<file path="src/rtl/hyperloglog_sketch_update_unit_defines.svh">
// Assertion macros shared by the sketch update unit.
`ifndef HYPERLOGLOG_SKETCH_UPDATE_UNIT_DEFINES_SVH
`define HYPERLOGLOG_SKETCH_UPDATE_UNIT_DEFINES_SVH

`ifndef SYNTHESIS
`define HLLSU_ASSERT_IMP(name, clk, rst_n, ante, cons, msg) \
  name: assert property (@(posedge clk) disable iff (!rst_n) (ante) |-> (cons)) \
    else $error(msg);
`define HLLSU_ASSERT_NEXT(name, clk, rst_n, ante, cons, msg) \
  name: assert property (@(posedge clk) disable iff (!rst_n) (ante) |=> (cons)) \
    else $error(msg);
`else
`define HLLSU_ASSERT_IMP(name, clk, rst_n, ante, cons, msg)
`define HLLSU_ASSERT_NEXT(name, clk, rst_n, ante, cons, msg)
`endif

`endif

</file>
<file path="src/rtl/hllsu_pkg.sv">
// Shared types, constants and helper functions of the sketch update unit.
`timescale 1ns / 1ps
`default_nettype none
package hllsu_pkg;

  localparam int PRECISION_BITS_DEF = 14;
  localparam int FRACTION_BITS_DEF  = 40;

  localparam int HASH_W   = 64;
  localparam int SHIFT_W  = 8;
  localparam int MIDX_W   = 14;
  localparam int VAL_W    = 8;
  localparam int BUCKET_W = 14;
  localparam int SUM_W    = 56;
  localparam int ZC_W     = 15;
  localparam int RANK_W   = 7;
  localparam int CNT_W    = 6;
  localparam int CAND_W   = 10;
  localparam int RANK_ZERO_SUFFIX = 64;

  typedef enum logic [1:0] {
    REQ_INSERT  = 2'd0,
    REQ_MERGE   = 2'd1,
    REQ_CLEAR   = 2'd2,
    REQ_SUMMARY = 2'd3
  } req_t;

  typedef enum logic [2:0] {
    ST_CLEAR,
    ST_IDLE,
    ST_RANK,
    ST_UPD,
    ST_SUM,
    ST_DONE
  } state_t;

  // Leading zeros of a byte; only meaningful for a non-zero byte.
  function automatic logic [2:0] lead_zero8(input logic [7:0] v);
    logic [2:0] n;
    logic       found;
    n     = '0;
    found = 1'b0;
    for (int i = 7; i >= 0; i--) begin
      if (!found) begin
        if (v[i]) begin
          found = 1'b1;
        end else begin
          n = n + 3'd1;
        end
      end
    end
    return n;
  endfunction

endpackage
`default_nettype wire

</file>
<file path="src/rtl/hllsu_lzc.sv">
// Iterative rank unit: counts leading zeros of the hash suffix a byte per cycle.
`timescale 1ns / 1ps
`default_nettype none
`include "hyperloglog_sketch_update_unit_defines.svh"
module hllsu_lzc
  import hllsu_pkg::*;
(
  input  wire logic              clk,
  input  wire logic              rst_n,
  input  wire logic              start,
  input  wire logic [HASH_W-1:0] suffix,
  output logic                   done,
  output logic      [RANK_W-1:0] rank
);

  localparam logic [CNT_W-1:0] LAST_CNT = CNT_W'(HASH_W - 8);

  logic              busy_r, busy_nxt;
  logic              done_r, done_nxt;
  logic [HASH_W-1:0] sh_r, sh_nxt;
  logic [CNT_W-1:0]  cnt_r, cnt_nxt;
  logic [RANK_W-1:0] rank_r, rank_nxt;
  logic [7:0]        top_byte;

  assign top_byte = sh_r[HASH_W-1 -: 8];

  always_ff @(posedge clk) begin
    if (!rst_n) begin
      busy_r <= 1'b0;
      done_r <= 1'b0;
    end else begin
      busy_r <= busy_nxt;
      done_r <= done_nxt;
    end
  end

  always_ff @(posedge clk) begin
    sh_r   <= sh_nxt;
    cnt_r  <= cnt_nxt;
    rank_r <= rank_nxt;
  end

  always_comb begin
    busy_nxt = busy_r;
    done_nxt = 1'b0;
    sh_nxt   = sh_r;
    cnt_nxt  = cnt_r;
    rank_nxt = rank_r;
    if (start) begin
      busy_nxt = 1'b1;
      sh_nxt   = suffix;
      cnt_nxt  = '0;
    end else if (busy_r) begin
      if (top_byte != 8'd0) begin
        rank_nxt = {1'b0, cnt_r} + RANK_W'(lead_zero8(top_byte)) + RANK_W'(1);
        done_nxt = 1'b1;
        busy_nxt = 1'b0;
      end else if (cnt_r == LAST_CNT) begin
        // An all-zero suffix ranks as the full word width.
        rank_nxt = RANK_W'(RANK_ZERO_SUFFIX);
        done_nxt = 1'b1;
        busy_nxt = 1'b0;
      end else begin
        cnt_nxt = cnt_r + CNT_W'(8);
        sh_nxt  = sh_r << 8;
      end
    end
  end

  assign done = done_r;
  assign rank = rank_r;

  `HLLSU_ASSERT_IMP(a_done_after_busy, clk, rst_n, done_r, $past(busy_r), "rank done without a busy step")
  `HLLSU_ASSERT_IMP(a_rank_range, clk, rst_n, done_r, rank_r != '0 && rank_r <= RANK_W'(RANK_ZERO_SUFFIX), "rank outside 1 to 64")

endmodule
`default_nettype wire

</file>
<file path="config.mk">
export PLATFORM = sky130hd
export DESIGN_NAME = hllsu_lzc
export DESIGN_NICKNAME = d
export VERILOG_FILES = /design/src/rtl/hllsu_pkg.sv /design/src/rtl/hllsu_lzc.sv
export VERILOG_INCLUDE_DIRS = /design/src /design/src/rtl
export SDC_FILE = /design/constraint.sdc
export NUM_CORES = 1
export LEC_CHECK = 0
export BUFFER_PORTS_ARGS = -buffer_cell sky130_fd_sc_hd__buf_2
export CELL_PAD_IN_SITES_DETAIL_PLACEMENT = 0
export CELL_PAD_IN_SITES_GLOBAL_PLACEMENT = 2
export CORE_UTILIZATION = 40
export CTS_CLUSTER_SIZE = 40
export DETAILED_ROUTE_END_ITERATION = 8
export PLACE_DENSITY_LB_ADDON = 0.3
export SYNTH_ARGS = -nofsm -noshare
export SYNTH_HDL_FRONTEND = slang
export SYNTH_SLANG_ARGS = --single-unit
</file>
<file path="constraint.sdc">
create_clock -name clk -period 6.3 [get_ports clk]
set_input_delay 1.26 -clock clk [delete_from_list [all_inputs] [get_ports clk]]
set_output_delay 1.26 -clock clk [all_outputs]
set_load 0.01 [all_outputs]
</file>
==> results.toml, run 1 <==
[cts]
cts-root-buf = "clkbuf_8"
cts_inserted_buffers = 9
path_clk_slew_ns = 0.08
cts_resized = 0
cts_max_path_buffers = 2
ctsHtreeMaxLevel = 3
cts_tree = "yes"
cts.sink_count = 76
cts_setup_buffers = 0
insertion_delay_ns = 0.34
holdBufCountCts = 0

[sta]
fmax_mhz = 217
setup_tns_ns = 0
maxSlewHeadroom_pct = 42.4
rsz0062_at_grt = "no"
clock_skew_ns = 0.00995
slew_violations = 0
fin_ws_ns = 1.69
worst_pin_slew_ns = 0.864
setup_violations = 0
hold_violations = 0
fin_crit_ns = 4.61
layout_worst_path_cycle_share_pct = 73.2

[cells_and_area]
finalNetCount = 399
syn_to_final_growth_pct = 18.6
diodes = 0
regArea_um2 = 2230
fill_cells = 759
drive_gt1_share_pct = 45.8
multi_input_area_um2 = 1330
fin_util_pct = 49.2

[yosys]
yosysSeqAreaShare_pct = 61.7
syn_area_um2 = 3620
yosys_warnings = 0
yosys.area_share.adder_pct = 2.42
syn_inst = 250
synth-compound-area-share_pct = 4.25
synth-xor-area-share_pct = 1.94
synth.area.mux_share_pct = 18.3
ys_types = 37
ys_seq_elements = 76
synth_top_family_by_area = "multiplexers"
avgSynthCellArea_um2 = 14.5
synth-simple-area-share_pct = 9.72
syn_nets = 324

[global_routing]
grt_usage_pct = 14.4
grt_pass1_vias = 2280
overflow = 0
grt_pass1_wl_um = 10600
grt_max_degree = 66
antenna_found_initial = 0

[critical_path]
crit_slowest_cell = "or4_1"
path_cells = "nor2_1 > ha_1 > o31a_1 > ha_1 > nand2b_1 > a21oi_1 > nor3b_1 > ha_1 > mux2_2 > ha_1 > mux2i_1 > o2bb2ai_1 > nand2_1 > nand2_1 > a31oi_1 > ha_1 > or4_1 > a21oi_1"
crit_arrival_ns = 4.80
crit_required_ns = 6.49
crit_type = "reg2reg"
worstSetupStartpointType = "flip-flop"
slowest_delay_ns = 0.52
path_max_fanout = 7
cpMostUsedCell = "ha_1"
path_delay_family = "adder cells"
endpoint_kind = "flip-flop"
critical_path_buf_inv_count = 0

[placed_design]
gp_congestion = 0.744
dp_hpwl_um = 4320
dpl_worst_slack_ns = 1.72
portBuffers = 74

[routing]
drt_iter0_markers = 129
drc = 0
via_per_inst = 5.08
antenna_left = 0
routed_wl_um = 6320
drt-pass1-iter-count = 4
route.vias.total = 2225
wl_per_cell_um = 14.4

[status]
status = "complete, no violations"

[floorplanning]
num_rows = 34
io_pins = 75
die_x_um = 97.1
start_util_pct = 41.5
die_h_um = 97.1
dieArea_um2 = 9430
coreArea_um2 = 8720

[pwr]
p_int_uw = 834
p_per_area_nw_per_um2 = 251
max-vdd-ir-drop_mv = 0.144
leakage_uw = 0.00164
p_sw_uw = 242
p_sw_share_pct = 22.5
seqPwrFrac_pct = 56.1
clkPwrFrac_pct = 33.5
combPwrFrac_pct = 10.5
p_total_uw = 1080

[flow_run]
drv_cap = 0

[min_path]
min_path_type = "reg2reg"
==> layout by cell type (no fill, tap or decap), types with 2 or more instances in the layout <==
cell type,instances
nand2_1,7
xnor2_1,3
nor2_1,7
xor2_1,5
clkbuf_8,9
nor3b_1,2
o21ai_0,2
a21oi_1,10
nor2b_1,3
buf_2,74
buf_4,2
ha_1,7
a21o_1,2
and2_1,12
nor3_1,4
or4_1,4
nand3_1,5
nand4_1,2
edfxtp_1,71
nand2b_1,4
mux2_2,57
nor4_1,4
dfxtp_1,5
o41ai_1,2
clkinvlp_4,3
mux2i_1,2
inv_1,4
nand3b_1,3
==> synthesized netlist by cell type <==
master	number	share of area, %
a2111o_1	1	0.31
a21o_1	2	0.41
a21oi_1	10	1.4
a311o_1	1	0.28
a31o_2	1	0.24
a31oi_1	1	0.17
and2_1	12	2.1
and3_1	1	0.17
buf_1	2	0.21
buf_2	1	0.14
clkbuf_1	9	0.93
dfxtp_1	5	2.8
edfxtp_1	71	59
ha_1	7	2.4
inv_1	4	0.41
mux2_2	57	18
mux2i_1	2	0.55
nand2_1	7	0.73
nand2b_1	5	0.86
nand3_1	5	0.69
nand3b_1	3	0.62
nand4_1	2	0.35
nor2_1	7	0.73
nor2b_1	3	0.52
nor3_1	4	0.55
nor3b_1	2	0.41
nor4_1	4	0.69
o21ai_0	2	0.28
o2bb2ai_1	1	0.24
o31a_1	1	0.24
o31ai_1	1	0.21
o41ai_1	2	0.48
or2_2	1	0.17
or4_1	4	0.83
or4_4	1	0.31
xnor2_1	3	0.73
xor2_1	5	1.2
==> layer usage <==
metal	share of wire [%]	vias up	global-route usage [%]
li1	-	1104	-
met1	43	1058	18.1
met2	50	55	23.2
met3	5.8	8	4.96
met4	1.5	0	4.82
met5	0	-	0
==> logic make-up after synthesis <==
family          after synthesis
flops                        76
simple gates                 61
mux                          59
compound gates               23
buf+inv                      16
xor+xnor                      8
fa+ha+maj                     7
==> area by class of cell <==
type                    instances  area share [%]
clock buffers                  10            2.97
clock inverters                 6            1.52
inverters                       4           0.350
multi-input cells             158            31.0
flip-flops and latches         76            52.0
well taps                     108            3.15
repair buffers                 76            8.98
==> per-stage QoR <==
step	instance area (um2)	cells	hold slack, ns
5_1_grt	4290	438	0.556
3_5_place_dp	4100	422	0.507
4_1_cts	4290	438	0.518
3_3_place_gp	4100	422	0.501
6_report	4290	438	0.516
2_1_floorplan	3620	250	0.478
==> registers in the layout, summed over array words and instances, names as in the netlist <==
name	cells
sh_r	64
done	1
busy_r	1
rank	7
cnt_r	3
==> worst register-to-register path: stages, from the launching register on <==
cell	delay, ns
edfxtp_1	0.44
nor2_1	0.27
ha_1	0.38
o31a_1	0.27
ha_1	0.32
nand2b_1	0.11
a21oi_1	0.04
nor3b_1	0.29
ha_1	0.29
mux2_2	0.27
ha_1	0.28
mux2i_1	0.15
o2bb2ai_1	0.19
nand2_1	0.08
nand2_1	0.07
a31oi_1	0.05
ha_1	0.26
or4_1	0.52
a21oi_1	0.17
==> power groups by stage <==
| stage | clock (uW) | sequential, uW | combinational, uW |
|---|---|---|---|
| 4_1_cts | 373 | 603 | 115 |
| 3_5_place_dp | 0 | 615 | 114 |
| 5_1_grt | 396 | 607 | 127 |
| 2_1_floorplan | 0 | 612 | 79.0 |
| 3_3_place_gp | 0 | 614 | 113 |
| 6_report | 360 | 603 | 113 |
==> final timing paths <==
| check | from | end | slack (ns) | cells after the start |
|---|---|---|---|---|
| setup / recovery | sh_r[63] | rank[2] | 1.69 | 18 |
| hold / removal | busy_r | cnt_r[5] | 0.52 | 2 |
| setup reg to reg | sh_r[63] | rank[2] | 1.69 | 18 |
| hold reg to reg | busy_r | cnt_r[5] | 0.52 | 2 |
Power figures use the tool's default switching activity.
==> run 2, diff against run 1 <==
Settings changed: CORE_UTILIZATION 40 to 37.
Clock period 6.3 ns to 4.42 ns, I/O delays scaled along.
==> run 2 against run 1 <==
Hold slack improved by 0.00098 ns; sequential share of layout area decreased by 1.8 points; highest routed layer unchanged; die area increased by 7.9%; clock power up 61%; critical endpoint unchanged; utilization decreased by 1.8 points; sequential cell count did not move; fmax grew 9.1%; routed wire length rose by 6.3%.
==> results.toml, run 2 (synthesized netlist as in run 1, its figures left out) <==
[min_path]
hold_path_startpoint = "busy_r"
hold_depth = 2
min_path_type = "reg2reg"
hold_end = "cnt_r[5]"

[critical_path]
reg2reg_depth = 18
crit_required_ns = 4.61
rrSetupSlack_ns = 0.19
worstSetupStartpointType = "flip-flop"
path_max_fanout = 3
rr_endpoint = "rank[2]"
crit_type = "reg2reg"
regToRegStartpoint = "sh_r[62]"
crit_arrival_ns = 4.42
endpoint_kind = "flip-flop"

[global_routing]
grt_pass1_vias = 2275
overflow = 0
antenna_found_initial = 0
grt_max_degree = 66
grt_usage_pct = 14.3
grt_pass1_wl_um = 10800

[cells_and_area]
finalNetCount = 404
fill_cells = 887
regMostFlops = "sh_r"
final_cells = 464
syn_to_final_growth_pct = 22.9
final_common_cell = "buf_2"
diodes = 0
largest_reg_flops = 64
design_area_um2 = 4450
multi_input_area_um2 = 1400
regArea_um2 = 2230
layout_common_cells = "buf_2, edfxtp_1, mux2_2"
drive_gt1_share_pct = 50.4
fin_util_pct = 47.4

[pwr]
p_per_area_nw_per_um2 = 364
max-vdd-ir-drop_mv = 0.260
leakage_uw = 0.00169

[floorplanning]
coreArea_um2 = 9370
num_rows = 35
start_util_pct = 38.6
die_x_um = 101
die_h_um = 101
io_pins = 75
dieArea_um2 = 10200

[routing]
routed_wl_um = 6720
via_per_inst = 4.94
drc = 0
drt-pass1-iter-count = 4
antenna_left = 0
route.vias.total = 2292
drt_iter0_markers = 94
wl_per_cell_um = 14.5

[sta]
layout_worst_path_cycle_share_pct = 95.7
fmax_mhz = 237
fin_ws_ns = 0.192
clock_skew_ns = 0.00993
maxSlewHeadroom_pct = 27.2
whs_ns = 0.517
fin_crit_ns = 4.23
setup_violations = 0
hold_violations = 0
worst_pin_slew_ns = 1.09
slew_violations = 0

[cts]
cts_tree = "yes"
cts.sink_count = 76
ctsHtreeMaxLevel = 3
cts_max_path_buffers = 2
path_clk_slew_ns = 0.08
cts_inserted_buffers = 9
insertion_delay_ns = 0.34
holdBufCountCts = 0
cts-root-buf = "clkbuf_8"

[placed_design]
post_dp_cell_area_um2 = 4160
gp_congestion = 0.782
portBuffers = 74
dpl_worst_slack_ns = 0.118
placed_cells = 447
dp_hpwl_um = 4450

[status]
status = "complete, no violations"

[flow_run]
drv_cap = 0
-- run 2: changes by cell type in the layout (fill, tap and decap cells not counted), sizes merged --
cell,before,now
buf,76,81
bufinv,1,2
clkbuf,10,9
clkinv,2,4
clkinvlp,3,0
inv,4,5
-- run 2: worst max-delay path by stage --
stage / start / endpoint / slack (ns)
after global routing: sh_r[62] / rank[4] / -0.05
after global placement: sh_r[61] / rank[2] / 0.22
after floorplan: sh_r[61] / rank[2] / 0.13
after detailed placement: sh_r[62] / rank[2] / 0.12
after CTS: sh_r[62] / rank[2] / 0.08
final: sh_r[62] / rank[2] / 0.19
-- run 2: layout make-up --
type / instances / area share [%]
clock buffer: 9 / 2.79
clock inverter: 7 / 2.03
inverter: 4 / 0.338
multi-input combinational: 158 / 31.5
sequential: 76 / 50.2
tap: 129 / 3.63
timing repair buffer: 81 / 9.51
-- run 2: power breakdown --
| group | switching [uW] | internal (uW) | leakage, uW |
|---|---|---|---|
| logic | 83.3 | 96.1 | 0.000847 |
| registers | 16.5 | 842 | 0.000738 |
| clock network | 263 | 316 | 0.000109 |
| total | 363 | 1250 | 0.00169 |
-- run 2: critical path, stage by stage, from the launching register on --
cell and delay (ns):
edfxtp_1 0.45, buf_4 0.16, or4_4 0.42, and2_4 0.17, ha_4 0.27, nand2b_4 0.11, a21oi_2 0.04, nor3b_2 0.21
ha_1 0.28, mux2_2 0.30, ha_4 0.23, mux2i_1 0.20, o2bb2ai_2 0.15, nand2_1 0.07, nand2_1 0.06, a31oi_1 0.04
ha_2 0.23, or4_1 0.52, a21oi_1 0.16
-- run 2: stage by stage --
stage	setup TNS, ns	power, uW
2_1_floorplan	0	984
3_3_place_gp	0	1040
3_5_place_dp	0	1050
4_1_cts	0	1630
5_1_grt	-0.0599	1690
6_report	0	1620
-- run 2: layer usage --
metal  global-route usage (%)  wire [um]
met1                     16.1       2710
met3                     5.27        415
met5                        0          0
met4                     6.24        143
met2                     24.3       3450
-- run 2: timing repair --
| item | CTS | global route |
|---|---|---|
| endpoints found under the setup margin | 0 | 3 |
| setup buffers | 0 | 1 |
| gates resized for setup | 0 | 13 |
| hold endpoints to repair | 0 | 0 |
==> run 3, diff against run 2 <==
Settings changed: ABC_AREA set to 1, CORE_UTILIZATION 37 to 33, MAX_ROUTING_LAYER set to met4.
==> run 3 against run 2 <==
Sequential cell count unchanged; sequential power about the same; critical path depth increased by 9; first-iteration DRC count increased by 24%; utilization decreased by 7.0 points; total power decreased by 4.8%; global-route usage decreased by 0.53 points; non-clock buffer count decreased by 4; clock power decreased by 11%; via count increased by 16%; cell area decreased by 1.7%; fmax increased by 9.1%.
==> results.toml, run 3 <==
[pwr]
max-vdd-ir-drop_mv = 0.139
p_per_area_nw_per_um2 = 352
leakage_uw = 0.00212
p_total_uw = 1540

[yosys]
synthTopCellsByCount = "nand2_1, edfxtp_1, inv_1, clkbuf_1"
synth_area_leaders = "edfxtp_1, nand2_1, inv_1, dfxtp_1, ha_1"
synth_flop_cell = "edfxtp_1"
synth_edf_count = 71
ys_seq_elements = 76
yosys.area.top_type = "edfxtp_1"
syn_nets = 462
syn_area_um2 = 3650
avgSynthCellArea_um2 = 9.40
yosys.area.top_type_share_pct = 58.5
ys_types = 29
async_reset_ff_share_pct = 0
yosysMostFrequentCell = "nand2_1"
syn_inst = 388
yosys_warnings = 0
yosysSeqAreaShare_pct = 61.2

[cells_and_area]
finalNetCount = 537
drive_gt1_share_pct = 25.3
syn_to_final_growth_pct = 19.8
diodes = 0
regMostFlops = "sh_r"
layout_common_cells = "nand2_1, buf_2, edfxtp_1"
final_common_cell = "nand2_1"
fin_util_pct = 40.5
largest_reg_flops = 64

[placed_design]
dp_hpwl_um = 4860
gp_congestion = 0.727
portBuffers = 74

[global_routing]
grt_pass1_wl_um = 11700
grt_usage_pct = 13.7
overflow = 0
grt_pass1_vias = 2573
antenna_found_initial = 0
grt_max_degree = 61

[cts]
cts_tree = "yes"
ctsHtreeMaxLevel = 3
holdBufCountCts = 0
cts_max_path_buffers = 2
cts.sink_count = 76
cts_setup_buffers = 0
path_clk_slew_ns = 0.08
cts-root-buf = "clkbuf_8"
cts_resized = 0
insertion_delay_ns = 0.34
cts_inserted_buffers = 9

[routing]
route.vias.total = 2648
routed_wl_um = 7100
drt-pass1-iter-count = 4
antenna_left = 0
via_per_inst = 4.36
wl_per_cell_um = 11.7
drc = 0
drt_iter0_markers = 117

[sta]
setup_violations = 0
clock_skew_ns = 0.0121
whs_ns = 0.469
maxSlewHeadroom_pct = 41.3
rsz0062_at_grt = "no"
worst_pin_slew_ns = 0.873
fin_crit_ns = 3.87
layout_worst_path_cycle_share_pct = 87.6
slew_violations = 0
hold_violations = 0
fmax_mhz = 258
setup_tns_ns = 0

[critical_path]
crit_required_ns = 4.51
worstSetupStartpointType = "flip-flop"
endpoint_kind = "flip-flop"
path_max_fanout = 9
crit_type = "reg2reg"
crit_arrival_ns = 3.97

[floorplanning]
die_h_um = 107
coreArea_um2 = 10800
io_pins = 75
num_rows = 38
dieArea_um2 = 11500
start_util_pct = 33.8
die_x_um = 107

[status]
status = "complete, no violations"

[min_path]
min_path_type = "reg2reg"

[flow_run]
drv_cap = 0
-- run 3: changes by cell type after synthesis, moves of 4 or more --
cell / previous run / this run
nand2b_1: 5 / 0
nand2_2: 0 / 5
and2_1: 12 / 0
xor2_1: 5 / 0
inv_1: 4 / 27
a21oi_1: 10 / 6
or4_1: 4 / 0
mux2_2: 57 / 0
inv_2: 0 / 5
nand2_1: 7 / 206
-- run 3: worst max-delay path, cell delays in order, from the launching register on --
cell	delay [ns]
edfxtp_1	0.48
nor2_8	0.24
ha_1	0.27
inv_1	0.06
nand2_1	0.06
nand2_1	0.08
inv_1	0.06
ha_1	0.28
nand2_1	0.07
nand3_1	0.06
nand2_1	0.09
inv_1	0.04
nand2_1	0.05
nand2_1	0.05
nand2_1	0.08
nand2_1	0.06
ha_1	0.30
o21a_1	0.19
ha_1	0.28
a21oi_1	0.14
nand2_1	0.07
nand2_2	0.11
inv_1	0.05
ha_1	0.23
nand3_1	0.09
nand2_1	0.05
nand2_1	0.05
nor2_1	0.04
-- run 3: stage by stage --
stage	instances	instance area (um2)	setup WS, ns
after detailed placement	592	4180	0.534
final	607	4370	0.546
after floorplan	388	3650	0.762
after global placement	592	4180	0.616
after global routing	607	4370	0.249
after CTS	607	4370	0.527
-- run 3: worst paths after layout --
kind	startpoint	to	slack [ns]	cells past startpoint
setup / recovery	sh_r[63]	rank[4]	0.55	27
hold / removal	busy_r	done	0.47	2
setup reg to reg	sh_r[63]	rank[4]	0.55	27
hold reg to reg	busy_r	done	0.47	2
-- run 3: area by class of cell --
cell class | instances | area [um2]
repair buffers | 77 | 405
inverters | 33 | 124
clock buffers | 9 | 124
well taps | 140 | 175
fillers | 1109 | 6420
multi-input cells | 266 | 1240
clock inverters | 6 | 65.1
flip-flops and latches | 76 | 2230
-- run 3: metal layers --
layer,part of all wire [%],global-route usage (%)
met4,1.2,4.89
met1,46,15.4
met5,0,-
met2,48,23.5
met3,4.5,3.77
-- run 3: kinds of logic (layout without fill, tap and decap cells) --
family	count (synthesis)	count (layout)	share of synthesized area, %
compound gates	16	16	2.57
xor+xnor	1	1	0.240
simple gates	242	242	28.8
buf+inv	46	125	4.74
fa+ha+maj	7	7	2.40
flops	76	76	61.2
-- run 3: report_power, final --
| group | switching, uW | leakage, uW | total, uW | internal (uW) |
|---|---|---|---|---|
| sequential | 15.1 | 0.000745 | 858 | 842 |
| clock | 259 | 0.0000854 | 517 | 258 |
| combinational | 101 | 0.00129 | 165 | 64.2 |
| total | 375 | 0.00212 | 1540 | 1160 |
