### config.mk
export PLATFORM = sky130hd
export DESIGN_NAME = hllsu_acc
export DESIGN_NICKNAME = d
export VERILOG_FILES = /design/src/rtl/hyperloglog_sketch_update_unit_defines.svh /design/src/rtl/hllsu_pkg.sv /design/src/rtl/hllsu_acc.sv
export SDC_FILE = /design/constraint.sdc
export NUM_CORES = 1
export LEC_CHECK = 0
export BUFFER_PORTS_ARGS = -buffer_cell sky130_fd_sc_hd__buf_2
export CORE_AREA = 2 2 140 142
export CTS_CLUSTER_SIZE = 20
export DETAILED_ROUTE_END_ITERATION = 16
export DIE_AREA = 0 0 142 144
export SYNTH_ARGS = -nofsm -noshare
export SYNTH_HDL_FRONTEND = slang
export SYNTH_SLANG_ARGS = --single-unit
### constraint.sdc
create_clock -name clk -period 4.5 [get_ports clk]
set_clock_uncertainty 0.1 [all_clocks]
set_input_delay 0.45 -clock clk [delete_from_list [all_inputs] [get_ports clk]]
set_output_delay 0.45 -clock clk [all_outputs]
set_load 0.01 [all_outputs]
### src/rtl/hyperloglog_sketch_update_unit_defines.svh
// Assertion macros shared by the sketch update unit.
`ifndef HYPERLOGLOG_SKETCH_UPDATE_UNIT_DEFINES_SVH
`define HYPERLOGLOG_SKETCH_UPDATE_UNIT_DEFINES_SVH

`ifndef SYNTHESIS
`define HLLSU_ASSERT_IMP(name, clk, rst_n, ante, cons, msg) \
  name: assert property (@(posedge clk) disable iff (!rst_n) (ante) |-> (cons)) \
    else $error(msg);
`define HLLSU_ASSERT_NEXT(name, clk, rst_n, ante, cons, msg) \
  name: assert property (@(posedge clk) disable iff (!rst_n) (ante) |=> (cons)) \
    else $error(msg);
`else
`define HLLSU_ASSERT_IMP(name, clk, rst_n, ante, cons, msg)
`define HLLSU_ASSERT_NEXT(name, clk, rst_n, ante, cons, msg)
`endif

`endif

### src/rtl/hllsu_pkg.sv
// Shared types, constants and helper functions of the sketch update unit.
`timescale 1ns / 1ps
`default_nettype none
package hllsu_pkg;

  localparam int PRECISION_BITS_DEF = 14;
  localparam int FRACTION_BITS_DEF  = 40;

  localparam int HASH_W   = 64;
  localparam int SHIFT_W  = 8;
  localparam int MIDX_W   = 14;
  localparam int VAL_W    = 8;
  localparam int BUCKET_W = 14;
  localparam int SUM_W    = 56;
  localparam int ZC_W     = 15;
  localparam int RANK_W   = 7;
  localparam int CNT_W    = 6;
  localparam int CAND_W   = 10;
  localparam int RANK_ZERO_SUFFIX = 64;

  typedef enum logic [1:0] {
    REQ_INSERT  = 2'd0,
    REQ_MERGE   = 2'd1,
    REQ_CLEAR   = 2'd2,
    REQ_SUMMARY = 2'd3
  } req_t;

  typedef enum logic [2:0] {
    ST_CLEAR,
    ST_IDLE,
    ST_RANK,
    ST_UPD,
    ST_SUM,
    ST_DONE
  } state_t;

  // Leading zeros of a byte; only meaningful for a non-zero byte.
  function automatic logic [2:0] lead_zero8(input logic [7:0] v);
    logic [2:0] n;
    logic       found;
    n     = '0;
    found = 1'b0;
    for (int i = 7; i >= 0; i--) begin
      if (!found) begin
        if (v[i]) begin
          found = 1'b1;
        end else begin
          n = n + 3'd1;
        end
      end
    end
    return n;
  endfunction

endpackage
`default_nettype wire

### src/rtl/hllsu_acc.sv
// Summary accumulator: saturating sum of 2^-r and count of zero registers.
`timescale 1ns / 1ps
`default_nettype none
module hllsu_acc
  import hllsu_pkg::*;
#(
  parameter int FRAC_BITS = FRACTION_BITS_DEF
) (
  input  wire logic             clk,
  input  wire logic             clr,
  input  wire logic             en,
  input  wire logic [VAL_W-1:0] reg_val,
  output logic      [SUM_W-1:0] sum,
  output logic      [ZC_W-1:0]  zero_count
);

  localparam logic [VAL_W-1:0] FRAC_V = VAL_W'(FRAC_BITS);

  logic [SUM_W-1:0] sum_r, sum_nxt;
  logic [ZC_W-1:0]  zc_r, zc_nxt;
  logic [SUM_W-1:0] term;
  logic [SUM_W:0]   sum_ext;

  // Terms below the fixed-point resolution drop to zero.
  assign term    = (reg_val <= FRAC_V) ? (SUM_W'(1) << (FRAC_V - reg_val)) : '0;
  assign sum_ext = {1'b0, sum_r} + {1'b0, term};

  always_comb begin
    sum_nxt = sum_r;
    zc_nxt  = zc_r;
    if (clr) begin
      sum_nxt = '0;
      zc_nxt  = '0;
    end else if (en) begin
      sum_nxt = sum_ext[SUM_W] ? '1 : sum_ext[SUM_W-1:0];
      if (reg_val == '0 && zc_r != '1) begin
        zc_nxt = zc_r + ZC_W'(1);
      end
    end
  end

  always_ff @(posedge clk) begin
    sum_r <= sum_nxt;
    zc_r  <= zc_nxt;
  end

  assign sum        = sum_r;
  assign zero_count = zc_r;

endmodule
`default_nettype wire

==> results of run 1 <==
cell families (layout without fill, tap and decap cells):
logic type               count (synthesis)  after routing  synth area share [%]
AND/OR/NAND/NOR                        336            336                 22.95
AO/OA/AOI/OAI                          260            260                 30.08
XOR/XNOR                                71             71                 9.505
flip-flops                              71             71                 21.72
adder cells (fa/ha/maj)                 59             59                 11.40
buffers and inverters                   56            232                 4.131
other                                    1             10               0.05732
multiplexers                             1              1                0.1530
worst max-delay path, cell delays in order:
cell and delay, ns:
buf_2 0.10, nor2_1 0.17, nand2_1 0.09, a21oi_2 0.20
inv_1 0.09, a21oi_2 0.18, xnor2_2 0.11, nor2b_2 0.18
nand2_1 0.09, buf_4 0.17, nor2_1 0.18, ha_1 0.21
nand4_1 0.24, or3_4 0.41, o21ai_4 0.19, a22oi_1 0.10
buf_4 0.16, o21ai_0 0.34, buf_4 0.19, a31oi_1 0.08
xor2_1 0.15, a211oi_1 0.23
state kept, by name, indices dropped and copies added (netlist names):
register	count
sum	56
zero_count	15
report_power, final:
group,leakage (nW),switching [mW],internal (mW)
Sequential,0.579,0.0450,0.675
Clock,0.143,0.318,0.435
Combinational,2.98,0.333,0.256
layer usage:
layer,wire [microns],share of wire (%)
met5,0,0
met4,495,2.4
met3,865,4.2
met2,9959,48
met1,9330,45
layout by cell type, fill, tap and decap left out, drive strengths merged, types with 6 or more instances in the layout:
| cell | n |
|---|---|
| buf | 197 |
| nor2 | 166 |
| nand2 | 79 |
| a21oi | 73 |
| dfxtp | 71 |
| a211oi | 63 |
| ha | 58 |
| o21ai | 46 |
| xor2 | 39 |
| xnor2 | 32 |
| nand3 | 22 |
| inv | 21 |
| a21o | 20 |
| nand4 | 14 |
| o21bai | 11 |
| conb | 10 |
| clkbuf | 9 |
| nor3 | 9 |
| and2 | 7 |
| a21boi | 7 |
| o211ai | 6 |
area by class of cell:
cell class	count	area [sq um]	area share (%)
clock inverter	7	80.08	0.9534
clock buffer	9	225.2	2.681
timing repair buffer	197	1333	15.86
tap	238	297.8	3.545
multi-input combinational	737	4971	59.18
inverter	19	71.32	0.8491
sequential	71	1421	16.92
per-stage QoR:
stage	setup slack, ns	utilization, %
after floorplan	0.1954	-
after global placement	-0.1857	41.96
after detailed placement	-0.2107	41.96
after CTS	0.1078	43.56
after global routing	-0.04507	44.02
final	0.3256	44.02
how the worst max path moves through the flow:
stage                     endpoint  slack [ns]  cells after the start
after global placement     sum[47]       -0.19                     22
after global routing       sum[34]       -0.05                     22
final                      sum[55]        0.33                     22
after floorplan            sum[35]        0.20                     21
after CTS                  sum[47]        0.11                     22
after detailed placement   sum[49]       -0.21                     22
what timing repair did:
action,4_1_cts,5_1_grt
endpoints found under the setup margin,0,54
gates resized for setup,0,22
setup buffers,0,1
==> results.md, run 1 <==
- DRC violations left: 0
- Total GRT Usage: 20.70%
- # fillers: 1947
- Critical path startpoint: reg_val[1]
- Total instance count after detailed placement: 1261
- Mapped Cells: 855
- Nature of the critical path endpoint: flip-flop
- Post-DP HPWL: 16.18 mm
- Yosys cell types: 72
- Max-cap violation count: 0
- Post-synth EDFFs: 0
- Core area: 19080 sq um
- GRT met1 Usage: 25.56%
- Crit path DAT: 4.34 ns
- Most common cell in the synthesized netlist: nor2_1
- F_max: 239.6 MHz
- Syn avg cell area: 7.652 sq um
- First-pass GRT wire length: 33.51 mm
- Reg2reg start: sum[0]
- Gr ovfl total: 0
- Fin Hold WS: 0.4112 ns
- YS warnings: 0
- Dominant synthesized flop cell: dfxtp_1
- Final hold violations: 0
- #FFs+latches synth: 71
- Antenna diode count: 0
- Synth top area share: 21.72%
- Reg-to-reg slack, setup: 1.43 ns
- Worst-case reg-to-reg path depth: 12
- Wire length per cell: 16.16 microns
- Hold Crit Depth: 2
- # clock sinks: 71
- Leakage: 3.698 nW
- Grt peak-use layer: met2
- Placer Congestion: 0.8890
- Required time of the critical path: 4.66 ns
- Type of origin of the critical path: input port
- I/O pins: 82
- Post-route cell area: 8399 sq um
- Num CTS Buffers: 9
- Register area share after synthesis: 21.72%
- CTS Hold Bufs: 0
- Yosys top cell by area: dfxtp_1
- Crit path time final: 4.174 ns
- Layout cells sized above 1: 28.27%
- Root buffer cell: clkbuf_16
- CP Max Fanout: 7
- Hold_sp: sum[4]
- Hold WC Path Type: reg2reg
- Clk_lat worst skew: 0.35 ns
- Final Instance Count excl. Fillers: 1278
- Die height: 144 microns
- Die width: 142 microns
- Drt total wl: 20.65 mm
- # H-tree levels: 3
- Synth top cells by count: nor2_1 (166), nand2_1 (79), a21oi_1 (71), dfxtp_1 (71), ha_1 (58)
- Final setup fails: 0
- Hold EP: sum[4]
- Vias: 6851
- Crit path kind: in2reg
- Ys async rst share: 0%
- Setup TNS: 0 ns
- Starting Density: 34.29%
- Initial antenna violation count: 0
- Max VDD drop: 0.1849 mV
- Die area: 20450 sq um
- Met3 Usage GRT: 4.338%
- First-pass DRT Iterations: 5
- ANT nets after route: 0
- IO buf count: 81
- Fin crit share: 92.77%
- Vias in the first global route: 6671
- GR Util met2: 35.67%
- Vias per cell: 5.361
- Pwr Total: 2.062 mW
- Power Density: 245.4 nW/um^2
- Area Overhead vs Synth: 28.38%
- Placed Instance Area: 8006 sq um
- Worst rel slew slack: 33.48%
- Row Count: 51
- Clk slew on worst S/H paths: 0.06 ns
- Synth top area cells: dfxtp_1 (22%), ha_1 (11%), nor2_1 (9.5%)
- Final Max Slew Viols: 0
- Status: finished clean
- Slew at the pin closest to its max-slew limit: 0.9977 ns
- Max clock buf depth: 2
- Largest net degree at the start of global routing: 72
- Fin nets: 1105
- Worst flop-to-flop path endpoint: sum[23]
- First-iteration detailed-routing DRC count: 390
- Cell Area, Synth: 6543 sq um
- CTS tree: built
Power figures use the tool's default switching activity.
==> run 2: changes to the inputs <==
--- a/config.mk
+++ b/config.mk
@@ -5,11 +5,11 @@
 export SDC_FILE = /design/constraint.sdc
 export NUM_CORES = 1
 export LEC_CHECK = 0
-export BUFFER_PORTS_ARGS = -buffer_cell sky130_fd_sc_hd__buf_2
-export CORE_AREA = 2 2 140 142
+export BUFFER_PORTS_ARGS = -buffer_cell sky130_fd_sc_hd__clkbuf_2
+export CORE_AREA = 2 2 180 111
 export CTS_CLUSTER_SIZE = 20
 export DETAILED_ROUTE_END_ITERATION = 16
-export DIE_AREA = 0 0 142 144
+export DIE_AREA = 0 0 182 113
 export SYNTH_ARGS = -nofsm -noshare
 export SYNTH_HDL_FRONTEND = slang
 export SYNTH_SLANG_ARGS = --single-unit
==> run 2 against run 1 <==
Global-route usage increased by 1.6 points; non-clock buffer count increased by 46; setup slack got worse by 0.089 ns; sequential power barely moved; clock power grew 6.1%; critical path depth is the same; fmax down 2.1%; die area grew 0.58%; largest cell class unchanged.
==> results.md, run 2 (synthesis results as in run 1) <==
- Crit path DAT: 4.35 ns (was 4.34 ns)
- Fin Hold WS: 0.4169 ns (was 0.4112 ns)
- Hold Crit Depth: 2 (unchanged)
- Most frequent cells in the layout: nor2_1 (163), buf_4 (159), clkbuf_2 (80), nand2_1 (76), dfxtp_1 (71) (was nor2_1 (165), buf_4 (112), buf_2 (80), nand2_1 (77), dfxtp_1 (71))
- First-pass DRT Iterations: 5 (unchanged)
- Max-cap violation count: 0 (unchanged)
- Hold WC Path Type: reg2reg (unchanged)
- DRC violations left: 0 (unchanged)
- Required time of the critical path: 4.59 ns (was 4.66 ns)
- Row Count: 39 (was 51)
- Hold_sp: sum[17] (was sum[4])
- Max reg flops: 56 (unchanged)
- Wire length per cell: 17.23 microns (was 16.16 microns)
- Vias per cell: 5.325 (was 5.361)
- Final Max Slew Viols: 0 (unchanged)
- Nature of the critical path endpoint: flip-flop (unchanged)
- IO buf count: 81 (unchanged)
- Hold EP: sum[17] (was sum[4])
- CTS Hold Bufs: 0 (unchanged)
- F_max: 234.5 MHz (was 239.6 MHz)
- Reg2reg start: sum[0] (unchanged)
- Post-DP HPWL: 17.96 mm (was 16.18 mm)
- Setup repair after global routing missed its margin: true
- Total GRT Usage: 22.34% (was 20.70%)
- Largest net degree at the start of global routing: 72 (unchanged)
- Fin crit share: 94.75% (was 92.77%)
- Most common library cell in the layout ignoring fill and taps: nor2_1 (unchanged)
- Die area: 20570 sq um (was 20450 sq um)
- Worst rel slew slack: 29.66% (was 33.48%)
- Status: finished clean (unchanged)
- Die width: 182 microns (was 142 microns)
- Slew at the pin closest to its max-slew limit: 1.055 ns (was 0.9977 ns)
- First-pass GRT wire length: 35.88 mm (was 33.51 mm)
- Vias in the first global route: 6389 (was 6671)
- ANT nets after route: 0 (unchanged)
- Crit path kind: in2reg (unchanged)
- Initial antenna violation count: 0 (unchanged)
- Root buffer cell: clkbuf_16 (unchanged)
- I/O pins: 82 (unchanged)
- Vias: 7087 (was 6851)
- Antenna diode count: 0 (unchanged)
- Drt total wl: 22.94 mm (was 20.65 mm)
- # fillers: 1896 (was 1947)
- Leakage: 3.877 nW (was 3.698 nW)
- Clk_lat worst skew: 0.36 ns (was 0.35 ns)
- Die height: 113 microns (was 144 microns)
- Num CTS Buffers: 9 (unchanged)
- Final setup fails: 0 (unchanged)
- CP Max Fanout: 4 (was 7)
- Reg-to-reg slack, setup: 1.39 ns (was 1.43 ns)
- Worst-case reg-to-reg path depth: 12 (unchanged)
- Layout cells sized above 1: 32.26% (was 28.27%)
- # H-tree levels: 3 (unchanged)
- Worst flop-to-flop path endpoint: sum[24] (was sum[23])
- CTS tree: built (unchanged)
- Max VDD drop: 0.1681 mV (was 0.1849 mV)
- Starting Density: 34.73% (was 34.29%)
- Fin nets: 1151 (was 1105)
- Type of origin of the critical path: input port (unchanged)
- Final Util: 46.80% (was 44.02%)
- Core area: 18840 sq um (was 19080 sq um)
- Power Density: 242.8 nW/um^2 (was 245.4 nW/um^2)
- Crit path time final: 4.264 ns (was 4.174 ns)
- Final hold violations: 0 (unchanged)
- Max clock buf depth: 2 (unchanged)
- Gr ovfl total: 0 (unchanged)
- First-iteration detailed-routing DRC count: 761 (was 390)
- # clock sinks: 71 (unchanged)
- Clk slew on worst S/H paths: 0.06 ns (about the same)
- Placer Congestion: 0.9343 (was 0.8890)
- Area Overhead vs Synth: 34.75% (was 28.38%)
-- run 2: changes by cell type in the layout (fill, tap and decap cells not counted), sizes merged --
cell      delta
clkbuf      +80
inv          -2
buf         -34
bufinv       +1
clkinvlp     -1
clkinv       +1
-- run 2: final cells by class --
cell class / count / area, sq um / share of cell area (%)
multi-input cells: 737 / 5039 / 57.15
repair buffers: 243 / 1665 / 18.89
flip-flops and latches: 71 / 1421 / 16.12
well taps: 246 / 307.8 / 3.491
clock buffers: 9 / 225.2 / 2.555
clock inverters: 6 / 86.33 / 0.9793
inverters: 19 / 71.32 / 0.8090
-- run 2: per-stage QoR --
stage               setup TNS, ns  instances  setup WS, ns  power, mW  instance area (sq um)
finish                          0       1331        0.2364      2.140                   8816
global route              -0.1717       1331      -0.08649      2.237                   8816
CTS                             0       1326        0.1003      2.133                   8631
detailed placement         -4.980       1311       -0.2661      1.332                   8319
global placement           -5.118       1311       -0.2405      1.327                   8319
floorplan                       0        864        0.1954      1.096                   6576
-- run 2: worst max-delay path by stage --
stage	start	endpoint	slack, ns
floorplan	reg_val[1]	sum[35]	0.20
global placement	reg_val[1]	sum[47]	-0.24
detailed placement	reg_val[1]	sum[47]	-0.27
CTS	reg_val[1]	sum[47]	0.10
global route	reg_val[1]	sum[47]	-0.09
finish	reg_val[1]	sum[55]	0.24
-- run 2: critical path, stage by stage --
cell	delay [ns]
clkbuf_2	0.09
nor2_1	0.10
buf_4	0.12
nand2_1	0.06
a21oi_1	0.15
buf_4	0.15
inv_1	0.05
a21oi_1	0.16
xnor2_1	0.12
buf_4	0.15
or3_1	0.42
buf_4	0.17
nor2_1	0.20
ha_1	0.32
a21oi_1	0.17
o21ai_0	0.19
a21oi_1	0.28
o311ai_1	0.17
a221o_1	0.33
a31oi_1	0.21
xor2_1	0.19
a211oi_1	0.09
-- run 2: metal layers --
metal / track usage (%) / vias to the layer above / wire length, microns
li1: - / 3535 / -
met1: 37.11 / 3275 / 12790
met2: 26.95 / 258 / 7989
met3: 6.308 / 19 / 1947
met4: 4.194 / 0 / 216
met5: 0 / - / 0
-- run 2: power breakdown --
group / total (mW) / internal (mW) / switching [mW]
clock network: 0.799 / 0.481 / 0.318
logic: 0.619 / 0.270 / 0.349
registers: 0.722 / 0.675 / 0.0471
total: 2.14 / 1.43 / 0.714
-- run 2: timing repair --
action / in CTS / in global routing
setup buffers: 0 / 5
setup endpoints to repair: 0 / 56
gates resized for setup: 0 / 41
==> run 3: changes to the inputs <==
--- a/config.mk
+++ b/config.mk
@@ -6,10 +6,10 @@
 export NUM_CORES = 1
 export LEC_CHECK = 0
 export BUFFER_PORTS_ARGS = -buffer_cell sky130_fd_sc_hd__clkbuf_2
-export CORE_AREA = 2 2 180 111
+export CORE_AREA = 2 2 169 105
 export CTS_CLUSTER_SIZE = 20
 export DETAILED_ROUTE_END_ITERATION = 16
-export DIE_AREA = 0 0 182 113
+export DIE_AREA = 0 0 171 107
 export SYNTH_ARGS = -nofsm -noshare
 export SYNTH_HDL_FRONTEND = slang
 export SYNTH_SLANG_ARGS = --single-unit
==> run 3 against run 2 <==
Critical path depth increased by 2; highest routed layer unchanged; worst hold slack got worse by 0.0024 ns; critical endpoint is now sum[26]; largest power group unchanged; register-to-register slack about the same; sequential power about the same; cell area increased by 1.3%; power decreased by 1.6%.
==> results.md, run 3 (synthesis results as in run 1) <==
- Gr ovfl total: 0 (unchanged)
- Fin crit share: 95.02% (was 94.75%)
- Clk_lat worst skew: 0.35 ns (was 0.36 ns)
- Worst rel slew slack: 28.84% (was 29.66%)
- # clock sinks: 71 (unchanged)
- # H-tree levels: 3 (unchanged)
- Most common library cell in the layout ignoring fill and taps: buf_4 (was nor2_1)
- Total GRT Usage: 23.88% (was 22.34%)
- Final hold violations: 0 (unchanged)
- Vias in the first global route: 6460 (was 6389)
- Max clock buf depth: 2 (unchanged)
- Nature of the critical path endpoint: flip-flop (unchanged)
- I/O pins: 82 (unchanged)
- Worst slack, placed: -0.2363 ns (was -0.2661 ns)
- CP Max Fanout: 18 (was 4)
- Starting Density: 39.04% (was 34.73%)
- Row Count: 37 (was 39)
- Crit path time final: 4.276 ns (was 4.264 ns)
- Initial antenna violation count: 0 (unchanged)
- Post-DP HPWL: 16.96 mm (was 17.96 mm)
- Die width: 171 microns (was 182 microns)
- Final Instance Count excl. Fillers: 1330 (was 1331)
- Wire length per cell: 16.20 microns (was 17.23 microns)
- Max reg flops: 56 (unchanged)
- Hold WC Path Type: reg2reg (unchanged)
- Final setup fails: 0 (unchanged)
- CTS tree: built (unchanged)
- Area Overhead vs Synth: 36.55% (was 34.75%)
- Type of origin of the critical path: input port (unchanged)
- Core area: 16760 sq um (was 18840 sq um)
- F_max: 233.9 MHz (was 234.5 MHz)
- Leakage: 3.938 nW (was 3.877 nW)
- Required time of the critical path: 4.58 ns (was 4.59 ns)
- Final Max Slew Viols: 0 (unchanged)
- Power Density: 235.8 nW/um^2 (was 242.8 nW/um^2)
- Clk slew on worst S/H paths: 0.07 ns (was 0.06 ns)
- IO buf count: 81 (unchanged)
- Max-cap violation count: 0 (unchanged)
- Fin nets: 1161 (was 1151)
- ANT nets after route: 0 (unchanged)
- CTS Hold Bufs: 0 (unchanged)
- Status: finished clean (unchanged)
- Vias per cell: 5.305 (was 5.325)
- Crit path DAT: 4.36 ns (was 4.35 ns)
- Most frequent cells in the layout: buf_4 (165), nor2_1 (164), clkbuf_2 (80), nand2_1 (76), dfxtp_1 (71) (was nor2_1 (163), buf_4 (159), clkbuf_2 (80), nand2_1 (76), dfxtp_1 (71))
- Crit path kind: in2reg (unchanged)
- DRC violations left: 0 (unchanged)
- Total instance count after detailed placement: 1307 (was 1311)
- Largest net degree at the start of global routing: 72 (unchanged)
- Die area: 18300 sq um (was 20570 sq um)
- Root buffer cell: clkbuf_16 (unchanged)
- Final WS setup: 0.2242 ns (was 0.2364 ns)
- Num CTS Buffers: 9 (unchanged)
- First-pass DRT Iterations: 5 (unchanged)
- Max VDD drop: 0.1780 mV (was 0.1681 mV)
- Pwr Total: 2.107 mW (was 2.140 mW)
- Antenna diode count: 0 (unchanged)
- Layout cells sized above 1: 33.21% (was 32.26%)
- Final Util: 53.31% (was 46.80%)
- First-iteration detailed-routing DRC count: 489 (was 761)
- Placer Congestion: 0.9825 (was 0.9343)
- Drt total wl: 21.55 mm (was 22.94 mm)
- Die height: 107 microns (was 113 microns)
- Slew at the pin closest to its max-slew limit: 1.067 ns (was 1.055 ns)
- Vias: 7056 (was 7087)
- First-pass GRT wire length: 34.44 mm (was 35.88 mm)
run 3: critical path, stage by stage:
cell and delay, ns:
clkbuf_2 0.09, nor2_2 0.11, buf_4 0.12, nand2_1 0.06
a21oi_2 0.15, buf_6 0.13, inv_1 0.06, a21oi_2 0.17
xnor2_2 0.11, nor2_1 0.25, nand2_2 0.17, nor2_1 0.16
ha_1 0.27, buf_4 0.16, a21oi_1 0.22, nand2_1 0.17
o211ai_4 0.27, nand3_1 0.13, a21boi_2 0.25, a21oi_4 0.12
o311ai_4 0.27, buf_6 0.17, buf_12 0.17, a211oi_1 0.09
run 3: final timing paths:
check        startpoint      end  slack, ns  depth (start not counted)
max          reg_val[1]  sum[26]       0.22                         24
min             sum[20]  sum[20]       0.41                          2
max reg2reg      sum[0]  sum[26]       1.38                         12
min reg2reg     sum[20]  sum[20]       0.41                          2
run 3: metal layers:
metal	GRT usage (%)	share of wire, %	vias up
met3	5.205	8.3	17
met2	31.51	37	243
met4	4.237	0.93	0
met5	0	0	-
met1	38.49	54	3241
li1	-	-	3555
run 3: stage by stage:
| stage | TNS [ns] | hold WS [ns] | cell area, sq um |
|---|---|---|---|
| finish | 0 | 0.4145 | 8934 |
| global route | -0.05398 | 0.4330 | 8934 |
| CTS | 0 | 0.4133 | 8691 |
| detailed placement | -7.654 | 0.4049 | 8377 |
| global placement | -8.065 | 0.3986 | 8377 |
| floorplan | 0 | 0.4092 | 6576 |
run 3: timing repair:
item | CTS | global route
setup buffers | 0 | 7
setup endpoints to repair | 0 | 56
resized for setup | 0 | 44
run 3: power by group:
group          total (mW)  internal (mW)  switching [mW]  leakage [nW]
Combinational       0.618          0.272           0.346          3.21
Sequential          0.721          0.675          0.0461         0.579
Clock               0.768          0.444           0.324         0.152
Total                2.11           1.39           0.717          3.94
run 3: area by class of cell:
type	instances	area [sq um]
Fill cell	1621	7825
Sequential cell	71	1421
Clock buffer	9	225.2
Inverter	19	71.32
Timing Repair Buffer	253	1764
Clock inverter	7	88.84
Multi-Input combinational cell	737	5070
Tap cell	234	292.8
